<file path="src/hdl/psrg_pkg.sv">
`timescale 1ns / 1ps

package psrg_pkg;

  localparam int unsigned MonoBytes   = 2;
  localparam int unsigned MediumBytes = 4;
  localparam int unsigned LowBytes    = 8;

  typedef enum logic [1:0] {
    RES_LOW    = 2'd0,
    RES_MEDIUM = 2'd1,
    RES_MONO   = 2'd2
  } res_code_e;

  typedef struct packed {
    logic [15:0] screen_word;
    logic        last_word;
  } in_word_t;

  typedef struct packed {
    logic [1:0]  resolution_code;
    logic [15:0] mono_repeats;
    logic [15:0] medium_repeats;
    logic [15:0] low_repeats;
  } out_word_t;

  // 2 bits per pixel, byte 0 first
  function automatic logic [MediumBytes-1:0][7:0] medium_bytes(logic [15:0] w0,
                                                               logic [15:0] w1);
    logic [MediumBytes-1:0][7:0] b;
    for (int j = 0; j < MediumBytes; j++) begin
      for (int k = 0; k < 4; k++) begin
        b[j][7-2*k] = w0[15-4*j-k];
        b[j][6-2*k] = w1[15-4*j-k];
      end
    end
    return b;
  endfunction

  // 4 bits per pixel, byte 0 first
  function automatic logic [LowBytes-1:0][7:0] low_bytes(logic [15:0] w0, logic [15:0] w1,
                                                         logic [15:0] w2, logic [15:0] w3);
    logic [LowBytes-1:0][7:0] b;
    for (int j = 0; j < LowBytes; j++) begin
      for (int k = 0; k < 2; k++) begin
        b[j][7-4*k] = w0[15-2*j-k];
        b[j][6-4*k] = w1[15-2*j-k];
        b[j][5-4*k] = w2[15-2*j-k];
        b[j][4-4*k] = w3[15-2*j-k];
      end
    end
    return b;
  endfunction

endpackage

</file>
<file path="src/hdl/planar_screen_resolution_guesser.sv">
`timescale 1ns / 1ps

// Guesses the resolution of a raw interleaved-bitplane screen dump streamed in as
// big-endian 16-bit words, one word accepted per clock cycle with no gaps needed.
// Three lanes (mono bytes, medium word pairs, low groups of four words) count
// repeated bytes in parallel, each lane updating in the cycle its word is taken.
// The word flagged last_word closes the dump: its counts are captured, all lane
// state returns to zero so the following word starts a new dump, and one result
// word goes via the snapshot to the merge register. Input stalls only when
// a captured result and the output register are both still waiting to be taken.

module planar_screen_resolution_guesser #(
  parameter int unsigned COUNT_BITS = 16
) (
  input  logic                clk_i,
  input  logic                rst_ni,
  input  logic                in_valid_i,
  output logic                in_ready_o,
  input  psrg_pkg::in_word_t  in_word_i,
  output logic                out_valid_o,
  input  logic                out_ready_i,
  output psrg_pkg::out_word_t out_word_o
);

  import psrg_pkg::*;

  logic                         accept;
  logic                         clr;
  logic                         medium_en;
  logic                         low_en;
  logic [1:0]                   pos_q;
  logic [15:0]                  group0_q, group1_q, group2_q;
  logic [15:0]                  w;
  logic [15:0]                  pair_w0;
  logic [MonoBytes-1:0][7:0]    mono_b;
  logic [MediumBytes-1:0][7:0]  medium_b;
  logic [LowBytes-1:0][7:0]     low_b;
  logic [COUNT_BITS-1:0]        mono_next, medium_next, low_next;
  logic                         snap_valid_q;
  logic [COUNT_BITS-1:0]        snap_mono_q, snap_medium_q, snap_low_q;
  logic                         advance;

  assign w         = in_word_i.screen_word;
  assign accept    = in_valid_i && in_ready_o;
  assign clr       = accept && in_word_i.last_word;
  assign medium_en = accept && pos_q[0];
  assign low_en    = accept && (pos_q == 2'd3);
  assign in_ready_o = !snap_valid_q || advance;

  assign pair_w0  = pos_q[1] ? group2_q : group0_q;
  assign mono_b   = {w[7:0], w[15:8]};
  assign medium_b = medium_bytes(pair_w0, w);
  assign low_b    = low_bytes(group0_q, group1_q, group2_q, w);

  always_ff @(posedge clk_i or negedge rst_ni) begin
    if (!rst_ni) begin
      pos_q <= '0;
    end else if (clr) begin
      pos_q <= '0;
    end else if (accept) begin
      pos_q <= pos_q + 2'd1;
    end
  end

  always_ff @(posedge clk_i) begin
    if (accept) begin
      unique case (pos_q)
        2'd0: group0_q <= w;
        2'd1: group1_q <= w;
        2'd2: group2_q <= w;
        2'd3: ;
        default: ;
      endcase
    end
  end

  psrg_lane #(.NUM_BYTES(MonoBytes), .COUNT_BITS(COUNT_BITS)) u_mono (
    .clk_i        (clk_i),
    .rst_ni       (rst_ni),
    .en_i         (accept),
    .clr_i        (clr),
    .bytes_i      (mono_b),
    .count_next_o (mono_next)
  );

  psrg_lane #(.NUM_BYTES(MediumBytes), .COUNT_BITS(COUNT_BITS)) u_medium (
    .clk_i        (clk_i),
    .rst_ni       (rst_ni),
    .en_i         (medium_en),
    .clr_i        (clr),
    .bytes_i      (medium_b),
    .count_next_o (medium_next)
  );

  psrg_lane #(.NUM_BYTES(LowBytes), .COUNT_BITS(COUNT_BITS)) u_low (
    .clk_i        (clk_i),
    .rst_ni       (rst_ni),
    .en_i         (low_en),
    .clr_i        (clr),
    .bytes_i      (low_b),
    .count_next_o (low_next)
  );

  // final counts of a finished dump
  always_ff @(posedge clk_i or negedge rst_ni) begin
    if (!rst_ni) begin
      snap_valid_q <= 1'b0;
    end else if (clr) begin
      snap_valid_q <= 1'b1;
    end else if (advance) begin
      snap_valid_q <= 1'b0;
    end
  end

  always_ff @(posedge clk_i) begin
    if (clr) begin
      snap_mono_q   <= mono_next;
      snap_medium_q <= medium_next;
      snap_low_q    <= low_next;
    end
  end

  psrg_merge #(.COUNT_BITS(COUNT_BITS)) u_merge (
    .clk_i          (clk_i),
    .rst_ni         (rst_ni),
    .snap_valid_i   (snap_valid_q),
    .mono_count_i   (snap_mono_q),
    .medium_count_i (snap_medium_q),
    .low_count_i    (snap_low_q),
    .advance_o      (advance),
    .out_valid_o    (out_valid_o),
    .out_ready_i    (out_ready_i),
    .out_word_o     (out_word_o)
  );

endmodule

</file>
<file path="src/hdl/psrg_lane.sv">
`timescale 1ns / 1ps

module psrg_lane #(
  parameter int unsigned NUM_BYTES  = 2,
  parameter int unsigned COUNT_BITS = 16
) (
  input  logic                            clk_i,
  input  logic                            rst_ni,
  input  logic                            en_i,
  input  logic                            clr_i,
  input  logic [NUM_BYTES-1:0][7:0]       bytes_i,
  output logic [COUNT_BITS-1:0]           count_next_o
);

  localparam int unsigned MatchBits = $clog2(NUM_BYTES + 1);

  logic [7:0]            prev_q;
  logic [COUNT_BITS-1:0] count_q, count_d;
  logic [NUM_BYTES-1:0]  hit;
  logic [MatchBits-1:0]  hit_cnt;
  logic [COUNT_BITS:0]   sum;
  logic [COUNT_BITS-1:0] sat;

  // each byte is compared with the byte before it in the stream
  for (genvar i = 0; i < NUM_BYTES; i++) begin : g_hit
    if (i == 0) begin : g_first
      assign hit[i] = (bytes_i[i] == prev_q);
    end else begin : g_rest
      assign hit[i] = (bytes_i[i] == bytes_i[i-1]);
    end
  end

  assign hit_cnt = MatchBits'($countones(hit));
  assign sum     = {1'b0, count_q} + (COUNT_BITS + 1)'(hit_cnt);
  assign sat     = sum[COUNT_BITS] ? '1 : sum[COUNT_BITS-1:0];
  assign count_d = en_i ? sat : count_q;
  assign count_next_o = count_d;

  always_ff @(posedge clk_i or negedge rst_ni) begin
    if (!rst_ni) begin
      count_q <= '0;
      prev_q  <= '0;
    end else if (clr_i) begin
      count_q <= '0;
      prev_q  <= '0;
    end else if (en_i) begin
      count_q <= count_d;
      prev_q  <= bytes_i[NUM_BYTES-1];
    end
  end

endmodule

</file>
<file path="src/hdl/psrg_merge.sv">
`timescale 1ns / 1ps

module psrg_merge #(
  parameter int unsigned COUNT_BITS = 16
) (
  input  logic                  clk_i,
  input  logic                  rst_ni,
  input  logic                  snap_valid_i,
  input  logic [COUNT_BITS-1:0] mono_count_i,
  input  logic [COUNT_BITS-1:0] medium_count_i,
  input  logic [COUNT_BITS-1:0] low_count_i,
  output logic                  advance_o,
  output logic                  out_valid_o,
  input  logic                  out_ready_i,
  output psrg_pkg::out_word_t   out_word_o
);

  import psrg_pkg::*;

  logic [2:0][COUNT_BITS-1:0] cnt;
  logic [2:0][15:0]           rep;
  res_code_e                  code;
  logic                       out_valid_q;
  out_word_t                  out_word_q;

  assign cnt = {mono_count_i, medium_count_i, low_count_i};

  for (genvar i = 0; i < 3; i++) begin : g_rep
    if (COUNT_BITS > 16) begin : g_clamp
      assign rep[i] = (|cnt[i][COUNT_BITS-1:16]) ? 16'hFFFF : cnt[i][15:0];
    end else begin : g_ext
      assign rep[i] = 16'(cnt[i]);
    end
  end

  always_comb begin
    priority if (mono_count_i >= low_count_i && mono_count_i >= medium_count_i) begin
      code = RES_MONO;
    end else if (medium_count_i > low_count_i) begin
      code = RES_MEDIUM;
    end else begin
      code = RES_LOW;
    end
  end

  assign advance_o = snap_valid_i && (!out_valid_q || out_ready_i);

  always_ff @(posedge clk_i or negedge rst_ni) begin
    if (!rst_ni) begin
      out_valid_q <= 1'b0;
    end else if (advance_o) begin
      out_valid_q <= 1'b1;
    end else if (out_ready_i) begin
      out_valid_q <= 1'b0;
    end
  end

  always_ff @(posedge clk_i) begin
    if (advance_o) begin
      out_word_q.resolution_code <= code;
      out_word_q.mono_repeats    <= rep[2];
      out_word_q.medium_repeats  <= rep[1];
      out_word_q.low_repeats     <= rep[0];
    end
  end

  assign out_valid_o = out_valid_q;
  assign out_word_o  = out_word_q;

endmodule

</file>
<file path="config.mk">
export PLATFORM = sky130hd
export DESIGN_NAME = planar_screen_resolution_guesser
export DESIGN_NICKNAME = d
export VERILOG_FILES = /design/src/hdl/psrg_pkg.sv /design/src/hdl/planar_screen_resolution_guesser.sv /design/src/hdl/psrg_lane.sv /design/src/hdl/psrg_merge.sv
export SDC_FILE = /design/constraint.sdc
export NUM_CORES = 1
export LEC_CHECK = 0
export BUFFER_PORTS_ARGS = -buffer_cell sky130_fd_sc_hd__buf_2
export CAP_MARGIN = 20
export CORE_MARGIN = 4
export CORE_UTILIZATION = 35
export CTS_CLUSTER_DIAMETER = 80
export DETAILED_ROUTE_END_ITERATION = 10
export GPL_TIMING_DRIVEN = 0
export PLACE_DENSITY = 0.51
export SKIP_CTS_REPAIR_TIMING = 1
export SYNTH_ARGS = -nofsm -noshare
export SYNTH_HDL_FRONTEND = slang
export SYNTH_SLANG_ARGS = --single-unit
</file>
<file path="constraint.sdc">
create_clock -name clk_i -period 5.62 [get_ports clk_i]
set_input_delay 0.562 -clock clk_i [delete_from_list [all_inputs] [get_ports clk_i]]
set_output_delay 0.562 -clock clk_i [all_outputs]
set_load 0.02 [all_outputs]
</file>
Word level (Yosys, flattened, before mapping)
Index checks and enable logic that the tools add are counted.

Flip-flop bits (word level): 222. Output and inout bits: 52. Input port bits: 21. Word-level logic and storage cells: 99.

Muxes and demuxes: 26. $lt $le $gt $ge: 3. Add/sub/neg operators: 15. Reduce and logical (&&, ||, !) cells: 19. Equality and inequality tests: 17.

Operators with widths (number): $mux W16 (13); $eq A8 B8 Y1 (14); $mux W8 (6); $ge A16 B16 Y1 (2); $add A16 B2 Y17 (1); $add A16 B3 Y17 (1); $add A16 B4 Y17 (1); $gt A16 B16 Y1 (1); $add A1 B1 Y2 (7); $add A4 B4 Y4 (3); $reduce_bool A2 Y1 (5); $logic_and A1 B1 Y1 (6); $reduce_and A2 Y1 (3); $mux W1 (5); $eq A2 B2 Y1 const B (2); $mux W2 (2); $add A3 B3 Y3 (1); $add A2 B1 Y2 const B (1); $eq A2 B1 Y1 const B (1); $logic_not A1 Y1 (2); $logic_not A2 Y1 (1); $logic_or A1 B1 Y1 (2).

Depth between registers and ports, before layout
Depth in word-level cells: 9. Depth in mapped cells: 19. Depth with buffers taken out: 17.

By module
From an unflattened synthesis, not the netlist that was laid out.

Cell total of the unflattened synthesis: 947. Area, all modules: 11662.4 µm².

Modules (own cells, without submodules): planar_screen_resolution_guesser (cells an instance 139, times used 1, seq. area each 2957.8 µm², area each 3350.7 µm²); psrg_merge (cells an instance 205, times used 1, seq. area each 1526.5 µm², area each 2733.9 µm²); psrg_lane (u_low) (cells an instance 257, times used 1, seq. area each 600.6 µm², area each 2285.9 µm²); psrg_lane (u_medium) (cells an instance 190, times used 1, seq. area each 600.6 µm², area each 1774.2 µm²); psrg_lane (u_mono) (cells an instance 156, times used 1, seq. area each 600.6 µm², area each 1517.7 µm²).

Worst setup path before layout
OpenSTA, ideal clock, no wires.

Path type: input-to-reg. Start: in in_word_i[5] (netlist bit). End: reg snap_low_q[15] (data pin). Path buffers: 2. Stages: 19. Data required time: 5360 ps. Slack: 693 ps. Arrival: 4668 ps. Library setup time: 260 ps. Cell sequence: clkbuf_1 > xnor2_1 > nand4_1 > nor2_1 > ha_1 > fa_1 > inv_1 > fa_1 > inv_1 > ha_1 > fa_1 > ha_1 > nor2b_1 > o21ai_0 > a21oi_2 > nand4_1 > clkbuf_1 > nand2_1 > mux2_2.

Longest elaborated chain between the ends: 7. Elaborated cells on any way between the ends: 9. Classes of those cells: add/sub: 5; eq/ne: 2; mux: 2.

RTL lines: start, declared (line planar_screen_resolution_guesser.sv:19) `input psrg_pkg::in_word_t in_word_i,`; $eq A8 B8 Y1 (line psrg_lane.sv:29) `assign hit[i] = (bytes_i[i] == bytes_i[i-1]);`; $add A1 B1 Y2 (not written as such) (line psrg_lane.sv:33) `assign hit_cnt = MatchBits'($countones(hit));`; $add A4 B4 Y4 (not written as such) * (2 in series) (line psrg_lane.sv:33); $add A16 B4 Y17 * (line psrg_lane.sv:34) `assign sum = {1'b0, count_q} + (COUNT_BITS + 1)'(hit_cnt);`; $mux W16 * (line psrg_lane.sv:35) `assign sat = sum[COUNT_BITS] ? '1 : sum[COUNT_BITS-1:0];`; $mux W16 * (line psrg_lane.sv:36) `assign count_d = en_i ? sat : count_q;`; net low_next[15] (line planar_screen_resolution_guesser.sv:38) `logic [COUNT_BITS-1:0] mono_next, medium_next, low_next;`; end signal, assigned (line planar_screen_resolution_guesser.sv:119) `snap_low_q <= low_next;`; end, declared (line planar_screen_resolution_guesser.sv:40) `logic [COUNT_BITS-1:0] snap_mono_q, snap_medium_q, snap_low_q;`.

Mark *: on every way through the listed nets, which the timed path passes. The rest lies on a longest branch. A chain may end at the register's enable or synchronous reset.

Worst setup path after layout
Start: in in_word_i[4] (netlist bit). End: reg snap_low_q[15] (data pin).

Longest elaborated chain between the ends: 7. Elaborated cells on any way between the ends: 8. Classes of those cells: add/sub: 4; eq/ne: 2; mux: 2.

RTL lines (line): $eq A8 B8 Y1 (psrg_lane.sv:29); $add A1 B1 Y2 (not written as such) * (psrg_lane.sv:33); $add A4 B4 Y4 (not written as such) * (2 in series) (psrg_lane.sv:33); $add A16 B4 Y17 * (psrg_lane.sv:34); $mux W16 * (psrg_lane.sv:35); $mux W16 * (psrg_lane.sv:36); net low_next[15] (planar_screen_resolution_guesser.sv:38).

Marked as above.

==> summary.txt <==
Outcome
  – Status: complete, no violations

Setup path
  – Critical Path Start Type: input port
  – Kind of critical path: input port to register
  – Required time worst endpoint: approximately 5.9 ns
  – Crit Path Max Fanout: 10
  – Worst reg-to-reg setup slack: 0.37 ns
  – Data arrival, critical path: approximately 5.6 ns
  – Worst setup EP type: register

Global routing
  – Initial antenna violation count: 0
  – Number of global-route vias before repair: a little under 8000
  – First-pass GRT wire length: about 46000 um
  – Largest net degree at the start of global routing: between 50 and 60
  – Gr ovfl total: 0
  – Total GRT Usage: between 10% and 20%

Timing
  – Max-slew violations: 0
  – Unrepaired setup endpoints after global routing: false
  – Fin Setup TNS: 0 ns
  – Fmax: approximately 190 MHz
  – Final period utilization: around 95%
  – Slew headroom: a little over a third
  – Worst Max-Slew Pin Slew: roughly 0.96 ns
  – Hold Slack: around 0.23 ns
  – Post-layout min period: 5.31 ns
  – Skew final: 0.0118 ns
  – Hold Fails Final Rpt: 0
  – Final setup fails: 0

Logic synthesis
  – Post-synthesis sequential area ratio: between 50 and 60%
  – Count of cell types in the netlist: 66
  – Yosys top cell area share: around 37%
  – Post-Syn Instances: 1024
  – Share of flip-flops with an asynchronous set or reset: between 30% and 40%
  – Post-synth EDFFs: roughly 150
  – Primary FF master, synth: edfxtp_1
  – Synth top area cells: edfxtp_1, dfrtp_1, xnor2_1
  – Count leader, synth: edfxtp_1
  – Yosys warns: 0
  – Synth Register Bits: ~220
  – Leading area contributor after synthesis: edfxtp_1
  – Post-synth net total: 1122
  – Avg Inst Size Synth: 11.5 um^2
  – Synth top cells by count: edfxtp_1, xnor2_1, nand2_1
  – Synth Cell Area: about 12000 um^2

Place
  – Placed Cells: roughly 1500
  – PortBufs: 70
  – Routability congestion estimate: 0.839
  – DP HPWL: 21500 um

Clock network
  – CTS tree: done
  – Clock sinks: around 220
  – Clk slew on worst S/H paths: roughly 0.060 ns
  – H-tree depth: 1
  – Clk_lat worst skew: around 0.54 ns
  – CTS Buf Count: 27
  – Worst-case clock buffer depth: 3
  – Clock Root Buffer: clkbuf_16

Cells and area
  – Fill cells: between 3000 and 4000
  – Area grow syn2layout: 16.3%
  – Fraction of layout cells with a size suffix above 1: 12.5%
  – Finished Layout Cells: roughly 1600
  – Final layout net count: between 1000 and 1500
  – Diodes inserted: 0
  – Final core occ: 41.6%

Route
  – Final wirelength: just under 30000 um
  – Initial DRC count: approximately 470
  – Post-route ant nets: 0
  – Pre-Repair DR Iteration Count: 5
  – WL/cell: roughly 18 um
  – DRC Markers: 0
  – Avg Vias per Cell: around 5
  – Vias: 7913

Floorplanning
  – Initial core utilization: between 30% and 40%
  – Chip Width: between 150 and 200 um
  – Die height: 191 um
  – Top Ports: between 70 and 80
  – Die footprint: roughly 37000 um^2
  – # rows: 66
  – Core area: about 33000 um^2

Pwr
  – Peak supply drop: 0.000217 V
  – Leakage power: 5.67 nW
  – Power density over the cells: 303 nW/um^2

Run
  – Max_cap viols: 0

Hold path
  – Min-delay worst type: input port to register
==> cells by family after synthesis <==
kind of cell	synth area share [%]
and+or+nand+nor	12.8
DFF	53.4
AOI/OAI and AO/OA	9.61
xor gates and xnor gates	10.9
buffers and inverters	3.45
adders and majority gates	8.70
muxes	1.14
==> metal layers <==
layer  wire [um]  track usage (%)  vias up  part of all wire [%]
li1            -                -     3878                     -
met1       13300             21.5     3838                    46
met2       14100             27.4      155                    48
met3        1120             1.97       42                   3.8
met4         616             3.73        0                   2.1
met5           0                0        -                     0
==> where the power goes <==
| group | switching (mW) | internal (mW) |
|---|---|---|
| registers | 0.0819 | 1.85 |
| logic | 0.262 | 0.171 |
| clock network | 0.684 | 1.09 |
==> through the flow <==
step	cell area [um^2]	setup WS [ns]	power, mW
floorplan	11800	0.693	2.24
global placement	12700	-0.170	2.39
detailed placement	12700	-0.197	2.41
CTS	13700	0.363	4.19
global route	13700	0.0403	4.32
finish	13700	0.307	4.14
==> area by class of cell <==
type | instances | area (um^2) | area share, %
clock inverters | 12 | 155 | 1.13
multi-input cells | 702 | 5070 | 37.1
inverters | 57 | 219 | 1.60
repair buffers | 75 | 438 | 3.20
flip-flops and latches | 222 | 6290 | 46.0
clock buffers | 37 | 763 | 5.58
well taps | 442 | 553 | 4.04
plain buffers | 43 | 188 | 1.37
==> state kept, by name, summed over array words and instances, names as in the netlist <==
name,cells
u_mono.count_q,16
snap_valid_q,1
u_low.prev_q,8
snap_mono_q,16
u_merge.out_word_o,50
u_merge.out_valid_o,1
u_medium.prev_q,8
snap_medium_q,16
snap_low_q,16
group0_q,16
pos_q,2
group1_q,16
u_low.count_q,16
u_mono.prev_q,8
u_medium.count_q,16
group2_q,16
==> worst max-delay path, cell delays in order <==
cell,delay [ns]
buf_2,0.11
clkbuf_1,0.46
xnor2_1,0.16
nand4_1,0.13
nor2_1,0.06
ha_1,0.20
fa_1,0.53
inv_1,0.06
fa_1,0.53
inv_1,0.04
ha_1,0.19
fa_1,0.45
ha_1,0.33
nor2b_1,0.14
o21ai_0,0.42
a21oi_2,0.19
nand4_1,0.23
clkbuf_1,0.41
nand2_1,0.09
mux2_2,0.27
==> cells in the final DEF, fill, tap and decap left out, types with 8 or more instances in the layout <==
cell,netlist,final
inv_1,55,55
a22o_1,18,18
o21a_1,8,8
nand2_1,87,87
a21oi_1,52,52
clkbuf_1,32,37
a21o_1,19,19
nand4_1,36,36
dfrtp_1,76,76
xor2_1,38,38
clkbuf_16,0,27
o21ai_0,37,37
nor3_1,10,10
edfxtp_1,146,146
a31oi_1,8,8
ha_1,69,69
xnor2_1,108,108
mux2i_1,10,10
nor4_1,9,9
fa_1,8,8
and3_1,19,19
nor2_1,56,56
nand3_1,27,27
nand3b_1,9,9
buf_2,5,75
==> final timing paths <==
path	startpoint	depth (start not counted)	endpoint
worst max-delay path	in_word_i[4]	20	snap_low_q[15]
worst min-delay path	in_word_i[7]	1	group2_q[6]
worst max register to register	group2_q[6]	18	snap_low_q[15]
worst min register to register	snap_low_q[6]	0	u_merge.out_word_o[6]
max in group asynchronous	rst_ni	3	u_low.count_q[14]
min in group asynchronous	rst_ni	2	u_mono.prev_q[2]
Note: power is estimated with default switching activity, not from simulation.
